**src/bpc_pkg.sv**
```systemverilog
// bpc_pkg: shared types, constants and helper functions for the
// barometric pressure compensation pipeline; no dependencies
package bpc_pkg;

    // divider depth (one quotient bit per stage) and sideband width
    localparam int DIV_STAGES = 32;
    localparam int SIDE_W     = 64;

    // register map indexes
    localparam logic [2:0] REG_COEF_A = 3'd0;
    localparam logic [2:0] REG_COEF_B = 3'd1;
    localparam logic [2:0] REG_COEF_C = 3'd2;
    localparam logic [2:0] REG_COEF_D = 3'd3;
    localparam logic [2:0] REG_OSS    = 3'd4;

    // compensation constants
    localparam logic [31:0] C_B6_OFFSET = 32'd4000;
    localparam logic [31:0] C_P_K1      = 32'd3038;
    localparam logic [31:0] C_P_K2      = 32'hFFFF_E343; // -7357
    localparam logic [31:0] C_P_K3      = 32'd3791;
    localparam logic [31:0] C_B7_SCALE  = 32'd50000;
    localparam logic [31:0] C_B4_BIAS   = 32'd32768;

    // input word
    typedef struct packed {
        logic [15:0] raw_temperature;
        logic [18:0] raw_pressure;
    } t_bpc_in;

    // result word
    typedef struct packed {
        logic signed [31:0] temperature_tenths;
        logic signed [31:0] pressure_pa;
        logic               divide_error;
    } t_bpc_out;

    // calibration set unpacked from the registers
    typedef struct packed {
        logic [15:0] ac1;
        logic [15:0] ac2;
        logic [15:0] ac3;
        logic [15:0] ac4;
        logic [15:0] ac5;
        logic [15:0] ac6;
        logic [15:0] b1;
        logic [15:0] b2;
        logic [15:0] mc;
        logic [15:0] md;
        logic [1:0]  oss;
    } t_bpc_coef;

    // temperature stage to pressure stage
    typedef struct packed {
        logic        vld;
        logic        err;
        logic [31:0] b5;
        logic [18:0] up;
    } t_bpc_b5;

    // pressure stage to polynomial stage
    typedef struct packed {
        logic        vld;
        logic        err;
        logic [31:0] temp;
        logic [31:0] p;
    } t_bpc_pq;

    // 16-bit sign extension
    function automatic logic [31:0] f_sx16(input logic [15:0] v);
        return {{16{v[15]}}, v};
    endfunction

    // arithmetic right shift of a 32-bit word
    function automatic logic [31:0] f_asr(input logic [31:0] v, input logic [4:0] s);
        logic signed [31:0] sv;
        sv = v;
        return sv >>> s;
    endfunction

endpackage

```
**src/bpc_poly.sv**
```systemverilog
// bpc_poly: final pressure correction polynomial and error zeroing
// depends on bpc_pkg
module bpc_poly import bpc_pkg::*; (
    input  logic     i_clk,
    input  logic     i_rst_n,
    input  t_bpc_pq  i_pq,
    output logic     o_vld,
    output t_bpc_out o_res
);

    logic        r1_vld, r2_vld, r3_vld, r4_vld;
    logic        r1_err, r2_err, r3_err;
    logic [31:0] r1_temp, r2_temp, r3_temp;
    logic [31:0] r1_p, r2_p, r3_p;
    logic [31:0] r1_mps, r1_mc;
    logic [31:0] r2_mx1, r2_x2;
    logic [31:0] r3_sum;
    t_bpc_out    r4_res;

    logic [31:0] w_ps, w_pres;

    assign w_ps   = f_asr(i_pq.p, 5'd8);
    assign w_pres = r3_p + f_asr(r3_sum, 5'd4);

    always_ff @(posedge i_clk) begin
        if (!i_rst_n) begin
            r1_vld <= 1'b0;
            r2_vld <= 1'b0;
            r3_vld <= 1'b0;
            r4_vld <= 1'b0;
        end else begin
            r1_vld <= i_pq.vld;
            r2_vld <= r1_vld;
            r3_vld <= r2_vld;
            r4_vld <= r3_vld;
        end
    end

    always_ff @(posedge i_clk) begin
        // ps squared and p term
        r1_err  <= i_pq.err;
        r1_temp <= i_pq.temp;
        r1_p    <= i_pq.p;
        r1_mps  <= w_ps * w_ps;
        r1_mc   <= C_P_K2 * i_pq.p;
        // scale x1
        r2_err  <= r1_err;
        r2_temp <= r1_temp;
        r2_p    <= r1_p;
        r2_mx1  <= r1_mps * C_P_K1;
        r2_x2   <= f_asr(r1_mc, 5'd16);
        // correction sum
        r3_err  <= r2_err;
        r3_temp <= r2_temp;
        r3_p    <= r2_p;
        r3_sum  <= f_asr(r2_mx1, 5'd16) + r2_x2 + C_P_K3;
        // result, zeroed on a divide error
        r4_res.temperature_tenths <= r3_err ? 32'sd0 : $signed(r3_temp);
        r4_res.pressure_pa        <= r3_err ? 32'sd0 : $signed(w_pres);
        r4_res.divide_error       <= r3_err;
    end

    assign o_vld = r4_vld;
    assign o_res = r4_res;

endmodule

```
**config.mk**
```make
export PLATFORM = sky130hd
export DESIGN_NAME = bpc_poly
export DESIGN_NICKNAME = d
export VERILOG_FILES = /design/src/bpc_pkg.sv /design/src/bpc_poly.sv
export SDC_FILE = /design/constraint.sdc
export NUM_CORES = 2
export LEC_CHECK = 0
export ABC_AREA = 1
export CAP_MARGIN = 10
export CORE_AREA = 3 3 195 339
export CTS_BUF_LIST = sky130_fd_sc_hd__clkbuf_8
export DETAILED_ROUTE_END_ITERATION = 8
export DIE_AREA = 0 0 198 342
export DONT_BUFFER_PORTS = 1
export GPL_TIMING_DRIVEN = 1
export PLACE_DENSITY = 0.7
export RECOVER_POWER = 100
export SLEW_MARGIN = 5
export SYNTH_ARGS = -nofsm -noshare
export SYNTH_HDL_FRONTEND = slang
export SYNTH_SLANG_ARGS = --single-unit
```
**constraint.sdc**
```tcl
create_clock -name i_clk -period 11 [get_ports i_clk]
set_clock_uncertainty 0.2 [all_clocks]
set_input_delay 1.65 -clock i_clk [delete_from_list [all_inputs] [get_ports i_clk]]
set_output_delay 1.65 -clock i_clk [all_outputs]
set_load 0.05 [all_outputs]
```
==> impl_metrics.tcl <==
set metrics [dict create \
    status "finished, violations left" \
    violations "capacitance limit, slew limit" \
    min_period_over_period_pct 64.7 \
    synth_cell_types 52 \
    path_class "input pin to register" \
    fin_tns_setup_ns 0 \
    maxCapViolations 1 \
    ys_ff_latch 369 \
    layout_min_cycle_time_ns 7.12 \
    place_congestion 0.979 \
    cts_max_level 2 \
    io_pins 134 \
    die_w_um 198 \
    vias 24200 \
    synth-main-ff-cell "dfxtp_1" \
    cts_sinks 369 \
    timing.fmax_mhz 141 \
    grt_pass1_wl_um 133000 \
    syn-cell-area_sq_um 34800 \
    async_reset_ff_share_pct 0 \
    dp_cells 4657 \
    insertion_delay_ns 0.62 \
    setup_viol 0 \
    final_net_count 4930 \
    wl_per_cell_um 17.5 \
    core_sq_um 63500 \
    drive_above_1_share_pct 3.00 \
    initial_core_util_pct 54.8 \
    post_cts.repair.setup_buffers 0 \
    mostFrequentLayoutCells "inv_1 (1113), nand2_1 (636), fa_1 (561)" \
    yosys_warnings 0 \
    synth.area.top_cells "fa_1 (32%), dfxtp_1 (21%), ha_1 (14%), inv_1 (12%), nand2_1 (6.8%)" \
    seq_area_frac_synth_pct 21.2 \
    slowest_delay_ns 0.58 \
    grt_pass1_vias 26500 \
    vias_per_cell 5.10 \
    critical_path.endpoint_type "register" \
    hold_violations 0 \
    firstDrtPassIters 5 \
    crit_buf_inv 6 \
    worst_path_max_delay_cell "fa_1" \
    drt_iter0_drc 1062 \
    grt_busiest_layer "met2" \
    drc 0 \
    cp_top_family "adder cells" \
    hold_class "register to register" \
    die_h_um 342 \
    final_common_cell "inv_1" \
    port-buffer-count 0 \
    utilization_pct 57.8 \
    cp_max_fo 27 \
    rows 122 \
    grt_start_max_net_pins 44 \
    finalNonFillerCells 4746 \
    rsz0062_at_grt "false" \
    syn_to_final_growth_pct 5.56 \
    grt_overflow 0 \
    synth-edff-count 0 \
    start_kind "input pin" \
    grt_antenna_before_repair 1 \
    max_slew.worst_pin.slew_ns 1.95 \
    synth_cells 3895 \
    clockBufferDepth 3 \
    maxSlewViolCount 44 \
    met1_usage_pct 25.6 \
    grtUsageMet3_pct 2.43 \
    dp.final_hpwl_um 70400 \
    slew_headroom_pct -30.0 \
    cts.reportedPaths.clkPinSlew_ns 0.08 \
    numCtsBuffers 50 \
    cts_tree "done" \
    drt_wl_total_um 83100 \
    required_ns 11.34 \
    grtUsageMet2_pct 49.3 \
    postRouteAntennaNets 0 \
    synth_area_per_cell_sq_um 8.93 \
    netlist.area_leader.share_pct 32.3 \
    grtUsageTotal_pct 25.3 \
    cts_root_buffer "clkbuf_8" \
    ctsHoldBuffers 0 \
    die-area_sq_um 67700 \
    num-fill-cells 5637 \
    yosys.area.top_type "fa_1" \
    ctsResizeCount 0 \
    arrival_ns 7.46 \
]
[registers in the layout, indices dropped and copies added (netlist names), 30 cells and up]
signal and count:
o_res 65, r1_p 30, r2_temp 32, r1_temp 32, r1_mps 30, r3_temp 32, r2_p 32, r3_p 32
[Yosys cell counts (3+ instances only)]
cell type,n
o21ai_0,90
nor4_1,6
o221ai_1,3
nand2_2,13
inv_2,14
or2_2,7
nand2_1,633
a21boi_0,3
buf_1,6
a31oi_1,5
o31ai_1,3
a21oi_1,173
nand3_2,3
nand3b_1,10
nor2_1,161
a31o_2,3
o211ai_1,5
o21bai_1,13
xnor2_1,43
o21a_1,10
clkbuf_1,34
nand4_1,17
fa_1,561
ha_1,398
nand3_1,75
nor2_2,3
nor3_1,11
dfxtp_1,369
a21o_1,13
inv_1,1106
xor2_1,74
buf_2,6
[layout make-up]
type,count,area [sq um],area share [%]
Antenna cell,1,2.50,0.00681
Clock buffer,60,826,2.25
Clock inverter,28,334,0.910
Inverter,1120,4200,11.4
Multi-Input combinational cell,2361,23000,62.5
Sequential cell,369,7390,20.1
Tap cell,806,1010,2.75
Timing Repair Buffer,1,3.75,0.0102
[cell families (layout without fill, tap and decap cells)]
| group | count (synthesis) | after routing | share of synthesized area, % |
|---|---|---|---|
| buf+inv | 1167 | 1209 | 12.7 |
| flops | 369 | 369 | 21.2 |
| simple gates | 951 | 951 | 11.3 |
| other cells | 1 | 4 | 0.0108 |
| fa+ha+maj | 959 | 959 | 46.6 |
| xor+xnor | 117 | 117 | 2.95 |
| compound gates | 331 | 331 | 5.27 |
[worst paths after layout]
path                   start         end  slack [ns]  depth (start not counted)
setup / recovery     i_pq[8]  r1_mps[27]        3.88                         25
hold / removal       r2_p[8]     r3_p[8]        0.10                          0
setup reg to reg  r1_mps[12]  r2_mx1[29]        5.64                         17
hold reg to reg      r2_p[8]     r3_p[8]        0.10                          0
[layer usage]
layer | share of wire [%] | up-vias
met2 | 55 | 647
met1 | 34 | 11800
met4 | 7.2 | 0
li1 | - | 11500
met3 | 3.8 | 261
met5 | 0 | -
[per-stage QoR]
step / worst slack (ns) / hold slack [ns] / instance area, sq um
floorplan: 3.53 / 0.110 / 34800
global placement: 3.35 / 0.110 / 35600
detailed placement: 3.30 / 0.112 / 35600
CTS: 3.93 / 0.0936 / 36800
global route: 3.64 / 0.121 / 36700
finish: 3.88 / 0.100 / 36700
Power is not shown: default switching activity piles up to over one toggle a cycle in this logic, so the estimate is an artifact.
